--- config.mk ---
export PLATFORM = sky130hd
export DESIGN_NAME = line_rasterizer_unit
export DESIGN_NICKNAME = d
export VERILOG_FILES = /design/src/rtl/lr_pkg.sv /design/src/rtl/lr_front.sv /design/src/rtl/lr_fifo.sv /design/src/rtl/lr_back.sv /design/src/rtl/line_rasterizer_unit.sv
export SDC_FILE = /design/constraint.sdc
export NUM_CORES = 1
export LEC_CHECK = 0
export CAP_MARGIN = 10
export CORE_ASPECT_RATIO = 1.4
export CORE_UTILIZATION = 55
export CTS_BUF_LIST = sky130_fd_sc_hd__clkbuf_2 sky130_fd_sc_hd__clkbuf_4 sky130_fd_sc_hd__clkbuf_8
export CTS_CLUSTER_SIZE = 30
export DETAILED_ROUTE_END_ITERATION = 8
export DONT_BUFFER_PORTS = 1
export PLACE_DENSITY = 0.81
export SYNTH_ARGS = -nofsm -noshare
export SYNTH_HDL_FRONTEND = slang
export SYNTH_SLANG_ARGS = --single-unit
--- constraint.sdc ---
create_clock -name clk -period 4.7 [get_ports clk]
set_input_delay 0.47 -clock clk [delete_from_list [all_inputs] [get_ports clk]]
set_output_delay 0.47 -clock clk [all_outputs]
set_load 0.01 [all_outputs]
--- src/rtl/lr_pkg.sv ---
// Shared types and constants for the line rasterizer.
// No dependencies; every other rtl file imports this package.
`default_nettype none
package lr_pkg;

  localparam int COORD_BITS   = 10;
  localparam int COLOR_W      = 4;
  localparam int ERR_W        = COORD_BITS + 3;
  localparam int CNT_W        = COORD_BITS + 1;
  localparam int IN_FIELDS_W  = 4 * COORD_BITS + COLOR_W;
  localparam int IN_DATA_W    = ((IN_FIELDS_W + 7) / 8) * 8;
  localparam int OUT_FIELDS_W = 2 * COORD_BITS + COLOR_W;
  localparam int OUT_DATA_W   = ((OUT_FIELDS_W + 7) / 8) * 8;
  localparam int FIFO_DEPTH   = 4;
  localparam int FIFO_AW      = $clog2(FIFO_DEPTH);

  localparam logic CMD_START = 1'b0;
  localparam logic CMD_TICK  = 1'b1;

  typedef logic [COORD_BITS-1:0] coord_t;
  typedef logic [COLOR_W-1:0]    color_t;

  typedef struct packed {
    logic   is_start;
    coord_t x0;
    coord_t y0;
    coord_t major;
    coord_t minor;
    logic   x_neg;
    logic   x_nz;
    logic   y_neg;
    logic   y_nz;
    logic   steep;
    color_t color;
  } line_cmd_t;

  function automatic coord_t step_coord(coord_t c, logic nz, logic neg);
    coord_t r;
    r = c;
    if (nz) begin
      r = neg ? (c - coord_t'(1)) : (c + coord_t'(1));
    end
    return r;
  endfunction

endpackage
`default_nettype wire

--- src/rtl/lr_front.sv ---
// Front end: accepts input beats, decodes start/tick and precomputes line setup.
// Depends on lr_pkg.
`default_nettype none
module lr_front (
  input  wire logic                        in_tvalid,
  input  wire logic                        in_tready,
  input  wire logic [lr_pkg::IN_DATA_W-1:0] in_tdata,
  input  wire logic                        in_tuser,
  output logic                             push,
  output lr_pkg::line_cmd_t                cmd
);
  import lr_pkg::*;

  coord_t x0, y0, x1, y1;
  color_t color;
  logic [COORD_BITS:0] ddx, ddy;
  coord_t adx, ady;
  logic   steep;

  always_comb begin
    x0    = in_tdata[COORD_BITS-1:0];
    y0    = in_tdata[2*COORD_BITS-1:COORD_BITS];
    x1    = in_tdata[3*COORD_BITS-1:2*COORD_BITS];
    y1    = in_tdata[4*COORD_BITS-1:3*COORD_BITS];
    color = in_tdata[4*COORD_BITS+COLOR_W-1:4*COORD_BITS];
    ddx   = {1'b0, x1} - {1'b0, x0};
    ddy   = {1'b0, y1} - {1'b0, y0};
    adx   = ddx[COORD_BITS] ? coord_t'(-ddx) : ddx[COORD_BITS-1:0];
    ady   = ddy[COORD_BITS] ? coord_t'(-ddy) : ddy[COORD_BITS-1:0];
    steep = ady > adx;

    cmd.is_start = (in_tuser == CMD_START);
    cmd.x0       = x0;
    cmd.y0       = y0;
    cmd.major    = steep ? ady : adx;
    cmd.minor    = steep ? adx : ady;
    cmd.x_neg    = ddx[COORD_BITS];
    cmd.x_nz     = (x1 != x0);
    cmd.y_neg    = ddy[COORD_BITS];
    cmd.y_nz     = (y1 != y0);
    cmd.steep    = steep;
    cmd.color    = color;
  end

  assign push = in_tvalid && in_tready;

endmodule
`default_nettype wire

--- src/rtl/lr_fifo.sv ---
// Short command queue between front end and stepper.
// Depends on lr_pkg.
`default_nettype none
module lr_fifo (
  input  wire logic        clk,
  input  wire logic        rst_n,
  input  wire logic        push,
  input  wire lr_pkg::line_cmd_t wr_cmd,
  input  wire logic        pop,
  output lr_pkg::line_cmd_t rd_cmd,
  output logic             full,
  output logic             not_empty
);
  import lr_pkg::*;

  line_cmd_t mem [FIFO_DEPTH];
  logic [FIFO_AW-1:0] wr_ptr_r, wr_ptr_nxt, rd_ptr_r, rd_ptr_nxt;
  logic [FIFO_AW:0]   count_r, count_nxt;

  always_comb begin
    wr_ptr_nxt = push ? wr_ptr_r + FIFO_AW'(1) : wr_ptr_r;
    rd_ptr_nxt = pop  ? rd_ptr_r + FIFO_AW'(1) : rd_ptr_r;
    count_nxt  = count_r + (FIFO_AW+1)'(push) - (FIFO_AW+1)'(pop);
  end

  always_ff @(posedge clk) begin
    if (!rst_n) begin
      wr_ptr_r <= '0;
      rd_ptr_r <= '0;
      count_r  <= '0;
    end else begin
      wr_ptr_r <= wr_ptr_nxt;
      rd_ptr_r <= rd_ptr_nxt;
      count_r  <= count_nxt;
    end
  end

  always_ff @(posedge clk) begin
    if (push) begin
      mem[wr_ptr_r] <= wr_cmd;
    end
  end

  assign rd_cmd    = mem[rd_ptr_r];
  assign full      = (count_r == (FIFO_AW+1)'(FIFO_DEPTH));
  assign not_empty = (count_r != '0);

endmodule
`default_nettype wire

--- src/rtl/lr_back.sv ---
// Stepper: runs the Bresenham recurrence and holds the output register.
// Depends on lr_pkg.
`default_nettype none
module lr_back (
  input  wire logic                         clk,
  input  wire logic                         rst_n,
  input  wire lr_pkg::line_cmd_t            head,
  input  wire logic                         head_valid,
  output logic                              pop,
  output logic                              out_tvalid,
  input  wire logic                         out_tready,
  output logic [lr_pkg::OUT_DATA_W-1:0]     out_tdata,
  output logic                              out_tlast
);
  import lr_pkg::*;

  coord_t cur_x_r, cur_x_nxt, cur_y_r, cur_y_nxt;
  coord_t major_r, major_nxt, minor_r, minor_nxt;
  logic signed [ERR_W-1:0] err_r, err_nxt;
  logic [CNT_W-1:0] left_r, left_nxt;
  logic x_neg_r, x_neg_nxt, x_nz_r, x_nz_nxt;
  logic y_neg_r, y_neg_nxt, y_nz_r, y_nz_nxt;
  logic steep_r, steep_nxt;
  color_t color_r, color_nxt;

  logic   out_valid_r, out_valid_nxt;
  coord_t out_x_r, out_x_nxt, out_y_r, out_y_nxt;
  color_t out_color_r, out_color_nxt;
  logic   out_last_r, out_last_nxt;

  logic out_free, emit, err_ge;
  logic signed [ERR_W-1:0] maj2, min2, init_err;

  always_comb begin
    out_free = !out_valid_r || out_tready;
    emit     = head_valid && !head.is_start && (left_r != '0) && out_free;
    pop      = head_valid && (head.is_start || (left_r == '0) || out_free);
    err_ge   = !err_r[ERR_W-1];
    maj2     = signed'({2'b00, major_r, 1'b0});
    min2     = signed'({2'b00, minor_r, 1'b0});
    init_err = signed'({2'b00, head.minor, 1'b0}) - signed'({3'b000, head.major});

    cur_x_nxt = cur_x_r;
    cur_y_nxt = cur_y_r;
    major_nxt = major_r;
    minor_nxt = minor_r;
    err_nxt   = err_r;
    left_nxt  = left_r;
    x_neg_nxt = x_neg_r;
    x_nz_nxt  = x_nz_r;
    y_neg_nxt = y_neg_r;
    y_nz_nxt  = y_nz_r;
    steep_nxt = steep_r;
    color_nxt = color_r;

    out_valid_nxt = out_valid_r && !out_tready;
    out_x_nxt     = out_x_r;
    out_y_nxt     = out_y_r;
    out_color_nxt = out_color_r;
    out_last_nxt  = out_last_r;

    if (head_valid && head.is_start) begin
      cur_x_nxt = head.x0;
      cur_y_nxt = head.y0;
      major_nxt = head.major;
      minor_nxt = head.minor;
      err_nxt   = init_err;
      left_nxt  = {1'b0, head.major};
      x_neg_nxt = head.x_neg;
      x_nz_nxt  = head.x_nz;
      y_neg_nxt = head.y_neg;
      y_nz_nxt  = head.y_nz;
      steep_nxt = head.steep;
      color_nxt = head.color;
    end else if (emit) begin
      out_valid_nxt = 1'b1;
      out_x_nxt     = cur_x_r;
      out_y_nxt     = cur_y_r;
      out_color_nxt = color_r;
      out_last_nxt  = (left_r == CNT_W'(1));
      err_nxt       = err_r - (err_ge ? maj2 : '0) + min2;
      left_nxt      = left_r - CNT_W'(1);
      if (steep_r) begin
        cur_y_nxt = step_coord(cur_y_r, y_nz_r, y_neg_r);
        if (err_ge) begin
          cur_x_nxt = step_coord(cur_x_r, x_nz_r, x_neg_r);
        end
      end else begin
        cur_x_nxt = step_coord(cur_x_r, x_nz_r, x_neg_r);
        if (err_ge) begin
          cur_y_nxt = step_coord(cur_y_r, y_nz_r, y_neg_r);
        end
      end
    end
  end

  always_ff @(posedge clk) begin
    if (!rst_n) begin
      cur_x_r     <= '0;
      cur_y_r     <= '0;
      major_r     <= '0;
      minor_r     <= '0;
      err_r       <= '0;
      left_r      <= '0;
      x_neg_r     <= 1'b0;
      x_nz_r      <= 1'b0;
      y_neg_r     <= 1'b0;
      y_nz_r      <= 1'b0;
      steep_r     <= 1'b0;
      color_r     <= '0;
      out_valid_r <= 1'b0;
    end else begin
      cur_x_r     <= cur_x_nxt;
      cur_y_r     <= cur_y_nxt;
      major_r     <= major_nxt;
      minor_r     <= minor_nxt;
      err_r       <= err_nxt;
      left_r      <= left_nxt;
      x_neg_r     <= x_neg_nxt;
      x_nz_r      <= x_nz_nxt;
      y_neg_r     <= y_neg_nxt;
      y_nz_r      <= y_nz_nxt;
      steep_r     <= steep_nxt;
      color_r     <= color_nxt;
      out_valid_r <= out_valid_nxt;
    end
  end

  always_ff @(posedge clk) begin
    out_x_r     <= out_x_nxt;
    out_y_r     <= out_y_nxt;
    out_color_r <= out_color_nxt;
    out_last_r  <= out_last_nxt;
  end

  assign out_tvalid = out_valid_r;
  assign out_tdata  = OUT_DATA_W'({out_color_r, out_y_r, out_x_r});
  assign out_tlast  = out_last_r;

  a_pop_needs_entry: assert property (@(posedge clk) disable iff (!rst_n)
    pop |-> head_valid)
    else $error("pop with empty queue");

  a_count_down: assert property (@(posedge clk) disable iff (!rst_n)
    emit |=> (left_r == $past(left_r) - CNT_W'(1)) && out_valid_r)
    else $error("pixel count did not step");

  a_err_bounds: assert property (@(posedge clk) disable iff (!rst_n)
    (left_r != '0) |-> ((err_r >= -maj2) && (err_r < min2 || min2 == maj2)))
    else $error("error term out of range");

  a_last_ends_line: assert property (@(posedge clk) disable iff (!rst_n)
    (emit && left_r == CNT_W'(1)) |=> (left_r == '0) && out_last_r)
    else $error("last pixel did not end the line");

endmodule
`default_nettype wire

--- src/rtl/line_rasterizer_unit.sv ---
// Line rasterizer top level: front end, command queue and stepper.
// Depends on lr_pkg, lr_front, lr_fifo, lr_back.
//
// Usage:
//   Input channel in_*: each beat is a start (in_tuser low) carrying two
//   endpoints and a pen color, or a tick (in_tuser high). A start sets up a
//   new line and abandons any line in progress; it produces no output.
//   Each tick produces one pixel beat on out_* while pixels remain, and
//   nothing otherwise. A line yields max(|dx|,|dy|) pixels; the far endpoint
//   is not drawn. out_tlast marks the final pixel of a line.
//   Path: an accepted tick beat waits in the command queue, and its pixel is
//   then held in the output register. Throughput: one beat per cycle on both
//   channels while the queue is not full and out_tready is high; the stepper
//   updates its error term with one add/subtract per pixel.
//   Stalls: when out_tready is low the output register holds its beat, the
//   stepper pauses and the four-entry queue absorbs further input beats;
//   in_tready drops once the queue is full.
//   Reset (rst_n low, synchronous) empties the queue and output register
//   and clears the line state, so ticks give nothing until a start.
`default_nettype none
module line_rasterizer_unit (
  input  wire logic                         clk,
  input  wire logic                         rst_n,
  input  wire logic                         in_tvalid,
  output logic                              in_tready,
  // start_x, start_y, end_x, end_y, pen_color, zero pad
  input  wire logic [lr_pkg::IN_DATA_W-1:0] in_tdata,
  // cmd
  input  wire logic                         in_tuser,
  output logic                              out_tvalid,
  input  wire logic                         out_tready,
  // pixel_x, pixel_y, pixel_color
  output logic [lr_pkg::OUT_DATA_W-1:0]     out_tdata,
  output logic                              out_tlast
);
  import lr_pkg::*;

  line_cmd_t front_cmd, head_cmd;
  logic push, pop, full, not_empty;

  assign in_tready = !full;

  lr_front u_front (
    .in_tvalid (in_tvalid),
    .in_tready (in_tready),
    .in_tdata  (in_tdata),
    .in_tuser  (in_tuser),
    .push      (push),
    .cmd       (front_cmd)
  );

  lr_fifo u_fifo (
    .clk       (clk),
    .rst_n     (rst_n),
    .push      (push),
    .wr_cmd    (front_cmd),
    .pop       (pop),
    .rd_cmd    (head_cmd),
    .full      (full),
    .not_empty (not_empty)
  );

  lr_back u_back (
    .clk        (clk),
    .rst_n      (rst_n),
    .head       (head_cmd),
    .head_valid (not_empty),
    .pop        (pop),
    .out_tvalid (out_tvalid),
    .out_tready (out_tready),
    .out_tdata  (out_tdata),
    .out_tlast  (out_tlast)
  );

endmodule
`default_nettype wire
Word-level counts from Yosys, hierarchy flattened:

Memory sizes are Yosys's and may differ from the RTL's. A register that Yosys moved wholly into a read port is not among the register bits.
Index checks and enable logic that the tools add are counted.
Widths: inputs -> output; s select.

* memories: 1
* memory bits (writable): 200
* logic and storage cells: 97
* input port bits: 53
* register bits after elaboration: 106

Memory list
* u_fifo.mem: depth 4, width 50, read ports 1, clocked after memory_dff 1, write ports 1, RTL line lr_fifo.sv:16 `line_cmd_t mem [FIFO_DEPTH];`

* equal/unequal tests: 6
* magnitude comparators: 1
* muxes and demuxes: 27
* bitwise logic cells: 3
* reductions and logical operators: 22
* add/subtract/negate cells: 16

Operators with widths (count)
* $mux 10: 18
* $mux 13: 2
* $sub 10x10->11: 2
* $add 10x1->10 const B: 2
* $ne 10x10->1: 2
* $neg 10->10: 2
* $sub 10x1->10 const B: 2
* $add 13x11->13: 1
* $sub 13x13->13: 1
* $sub 11x10->12: 1
* $eq 11x1->1 const B: 1
* $logic_not 11->1: 1
* $mux 11: 1
* $reduce_bool 11->1: 1
* $sub 11x1->11 const B: 1
* $gt 10x10->1: 1
* $logic_and 1x1->1: 7
* $ne 3x3->1 const B: 2
* $reduce_and 2->1: 3
* $add 2x1->2 const B: 2
* $logic_not 1->1: 4
* $mux 1: 4
* $mux 2: 2
* $add 3x1->3: 1
* other kinds (7): 11

Logic depth before layout (Yosys ltp):

* word-level depth: 7
* mapped depth: 23
* depth with buffers taken out: 21

Modules after synthesis:

From an unflattened synthesis, not the netlist that was laid out.

* cells, all modules: 1292
* area, all modules: 15793.9 sq um

By module, submodules not included
* lr_fifo: area an instance 7716.2 sq um, cells an instance 305, instances 1
* lr_back: area an instance 5878.1 sq um, cells an instance 688, instances 1
* lr_front: area an instance 2195.9 sq um, cells an instance 298, instances 1
* line_rasterizer_unit: area an instance 3.8 sq um, cells an instance 1, instances 1

Worst setup path before layout:

OpenSTA, ideal clock, no wires.

* path type: input -> register
* from: in in_tdata[30] in the netlist's numbering
* to: mem u_fifo.mem[0][18] in the netlist's numbering (data pin)
* slack: -0.069 ns
* path buffers: 2
* library setup time: 0.266 ns
* stages: 23
* required time: 4.434 ns
* arrival time: 4.503 ns
* cell sequence: inv_1 > ha_1 > inv_1 > fa_1 > a21oi_1 > o21bai_1 > a2111oi_0 > nor2_1 > a31oi_1 > buf_2 > nor2_1 > a21oi_1 > inv_1 > ha_1 > nor2b_1 > o21a_1 > o21a_1 > o211ai_1 > a21boi_0 > o21bai_1 > a21oi_1 > buf_1 > mux2_2

RTL lines
* start, declared: RTL line line_rasterizer_unit.sv:27 `input wire logic [lr_pkg::IN_DATA_W-1:0] in_tdata,`
* end, declared: RTL line lr_fifo.sv:16

==> run summary <==
Per-cell routed wire length: 19.1 microns
Remaining max-slew budget at the tightest pin: 0.351
Non-filler instance count after layout: 1662
Final max-slew violation count: 0
Post-synth ARST share: 0
Library cells used by synthesis: 76
Final critical-path share of the clock period: 0.922
Number of enable-type register cells in the synthesized netlist: 225
HP Class: in2reg
Count of synthesis-stage warnings from yosys: 0
Final Cell Area: 0.0167 sq mm
Maximum ir drop on the vdd rail: 0.393 mV
Worst setup path class: in2reg
Deepest clock path buffer count: 3
Largest net degree at the start of global routing: 72
Initial Util: 0.559
Worst setup slack after layout: 365 ps
Port Buffer Count: 0
Initial antenna violation count: 1
Wire length of the first global-routing pass: 50900 microns
Routability-driven placement congestion ratio: 0.876
Number of cells in the design after placement: 1557
Count of pins on the block boundary: 80
Core Footprint: 0.0269 sq mm
Gr usage total: 0.236
Achievable Freq: 231 MHz
Number of clock sinks: 307
CTS clock-pin slew for the worst setup and hold paths: 60 ps
Clock tree root buffer cell: sky130_fd_sc_hd__clkbuf_8
Initial detailed-routing violation count: 579
Run status: finished clean
Number of nets with antenna violations after routing: 0
Area growth syn-to-layout: 11.2%
Final count of hold timing violations: 0
Post-synth top flop: sky130_fd_sc_hd__edfxtp_1
Remaining global-route overflow: 0
Setup violations, final: 0
Via density per instance: 5.81
Clock insertion delay at the later pin of the skew report: 570 ps
Count of unresolved DRC violations after routing: 0
Share of the yosys chip area belonging to registers: 0.558
Layout Skew: 33.6 ps
Mapped Area: 0.0150 sq mm
Final nets: 1409
Unrepaired setup endpoints after global routing: false
Quantity of gates resized following cts: 0
Rows: 71
Number of diodes: 0
Via count of the first global-routing pass: 10095
Final hold slack: 50.4 ps
Cell type contributing the most total cell area after synthesis: sky130_fd_sc_hd__edfxtp_1
Die outline width: 142 microns
Syn_area_per_cell: 12.5 sq um
Largest cells by area after synthesis: sky130_fd_sc_hd__edfxtp_1 (45%), sky130_fd_sc_hd__dfxtp_1 (11%), sky130_fd_sc_hd__mux4_2 (7.5%), sky130_fd_sc_hd__ha_1 (6.3%), sky130_fd_sc_hd__a21oi_1 (2.8%)
Capturing element type of the critical path: register
Cell leakage power: 6.18 nW
Total design power: 11.9 mW
CTS tree: yes
Placed wire-length estimate: 21000 microns
Wirelength, routed: 31700 microns
Cell count after synthesis: 1202
Startpoint kind of the worst setup timing path: input pin
Share of cells above drive strength 1: 0.142
Via count of the routed design: 9662
Total clock buffers created by CTS: 45
Worst EP required: 5040 ps
Floorplan die area: 0.0280 sq mm
Minimum setup slack after placement: -178 ps
Syn_nets: 1348
Power Density: 714 mW/mm^2
Measured slew at the worst slew-check pin: 973 ps
Vertical die dimension: 198 microns
Initial DRT Pass Iterations: 5
Level count of the clock H-tree: 2
Crit path time final: 4340 ps
Top cell type's share of synthesized area: 0.449
Ranking of synthesized cells by instance count: sky130_fd_sc_hd__edfxtp_1 (225), sky130_fd_sc_hd__nand2_1 (109), sky130_fd_sc_hd__inv_1 (108)
Flip-flop and latch count after synthesis: 307
MaxCap Viol Count: 0
Maximum net fanout on the critical path: 5
Worst endpoint data arrival time: 4670 ps
Top-count cell post-synth: sky130_fd_sc_hd__edfxtp_1
Post-DP Area: 0.0156 sq mm
[layout by cell type, fill, tap and decap left out, types with 24 or more instances in the layout]
cell type                       Yosys  routed
sky130_fd_sc_hd__o21ai_0           34      34
sky130_fd_sc_hd__nand2_1          109     108
sky130_fd_sc_hd__a21oi_1           83      82
sky130_fd_sc_hd__ha_1              76      76
sky130_fd_sc_hd__nor2_1            66      66
sky130_fd_sc_hd__mux4_2            50      50
sky130_fd_sc_hd__dlygate4sd3_1      0      24
sky130_fd_sc_hd__buf_4              2      31
sky130_fd_sc_hd__mux2i_1           24      24
sky130_fd_sc_hd__xnor2_1           46      46
sky130_fd_sc_hd__inv_1            108     108
sky130_fd_sc_hd__dfxtp_1           82      80
sky130_fd_sc_hd__clkbuf_8           0      47
sky130_fd_sc_hd__edfxtp_1         225     225
[cell families after synthesis]
family	Yosys count	synth area share
mux	76	0.0923
fa+ha+maj	93	0.0858
compound gates	218	0.0944
buf+inv	153	0.0397
simple gates	288	0.0907
flops	307	0.558
xor+xnor	67	0.0390
[where the power goes]
group	switching, mW	internal (mW)
Clock	0.985	1.16
Sequential	0.465	3.82
Combinational	3.16	2.35
Total	4.61	7.34
[final cells by class]
| class | instances | area [sq um] |
|---|---|---|
| multi-input cells | 742 | 6070 |
| clock inverters | 18 | 130 |
| well taps | 365 | 457 |
| fillers | 1946 | 10200 |
| flip-flops and latches | 307 | 8400 |
| clock buffers | 63 | 767 |
| inverters | 111 | 417 |
| repair buffers | 56 | 493 |
[stage by stage]
step	utilization	TNS (ps)
finish	0.622	0
global route	0.622	0
CTS	0.622	0
detailed placement	0.579	-11230
global placement	0.579	0
floorplan	-	0
[metal layers]
layer  routed length (microns)  share of wire  vias to the layer above  global-route usage
met2                     16400           0.52                      309               0.427
li1                          -              -                     4526                   -
met5                        13        0.00041                        -                   0
met1                     12400           0.39                     4745               0.275
met4                       985          0.031                        2              0.0944
met3                      1910          0.060                       80              0.0423
[sequential cells by signal, indices dropped and copies added, names as in the netlist, named ones only]
| signal | flops |
|---|---|
| u_back.color_r | 4 |
| u_back.cur_x_r | 10 |
| u_back.cur_y_r | 10 |
| u_back.err_r | 12 |
| u_back.left_r | 11 |
| u_back.major_r | 10 |
| u_back.minor_r | 10 |
| u_back.out_color_r | 4 |
| u_back.out_tlast | 1 |
| u_back.out_tvalid | 1 |
| u_back.out_x_r | 10 |
| u_back.out_y_r | 10 |
| u_back.steep_r | 1 |
| u_back.x_neg_r | 1 |
| u_back.x_nz_r | 1 |
| u_back.y_neg_r | 1 |
| u_back.y_nz_r | 1 |
| u_fifo.count_r | 3 |
| u_fifo.mem | 200 |
| u_fifo.rd_ptr_r | 2 |
| u_fifo.wr_ptr_r | 2 |
[path summary, 6_finish.rpt]
path              slack, ps              start  cells past startpoint                    end
setup / recovery        360       in_tdata[30]                     23      u_fifo.mem[3][15]
hold reg to reg         440  u_back.color_r[1]                      0  u_back.out_color_r[1]
hold / removal           50              rst_n                      1      u_fifo.count_r[0]
setup reg to reg        970   u_back.err_r[12]                     12       u_back.err_r[11]
[critical path, stage by stage]
cell and delay (ps):
sky130_fd_sc_hd__inv_1 30, sky130_fd_sc_hd__ha_1 160, sky130_fd_sc_hd__inv_1 60, sky130_fd_sc_hd__fa_1 390
sky130_fd_sc_hd__a21oi_1 210, sky130_fd_sc_hd__o21bai_1 120, sky130_fd_sc_hd__a2111oi_0 460, sky130_fd_sc_hd__nor2_1 140
sky130_fd_sc_hd__a31oi_1 220, sky130_fd_sc_hd__buf_4 150, sky130_fd_sc_hd__nor2_1 40, sky130_fd_sc_hd__a21oi_1 200
sky130_fd_sc_hd__inv_1 80, sky130_fd_sc_hd__ha_1 290, sky130_fd_sc_hd__nor2b_1 120, sky130_fd_sc_hd__o21a_1 110
sky130_fd_sc_hd__o21a_1 110, sky130_fd_sc_hd__o211ai_1 80, sky130_fd_sc_hd__a21boi_0 210, sky130_fd_sc_hd__o21bai_1 100
sky130_fd_sc_hd__a21oi_2 350, sky130_fd_sc_hd__buf_4 220, sky130_fd_sc_hd__mux2i_1 340
[repair_timing]
item / 4_1_cts / 5_1_grt
hold buffers: 24 / 0
endpoints found under the setup margin: 0 / 0
hold endpoints to repair: 96 / 0
setup buffers: 0 / 0
Note: power is estimated with default switching activity, not from simulation.
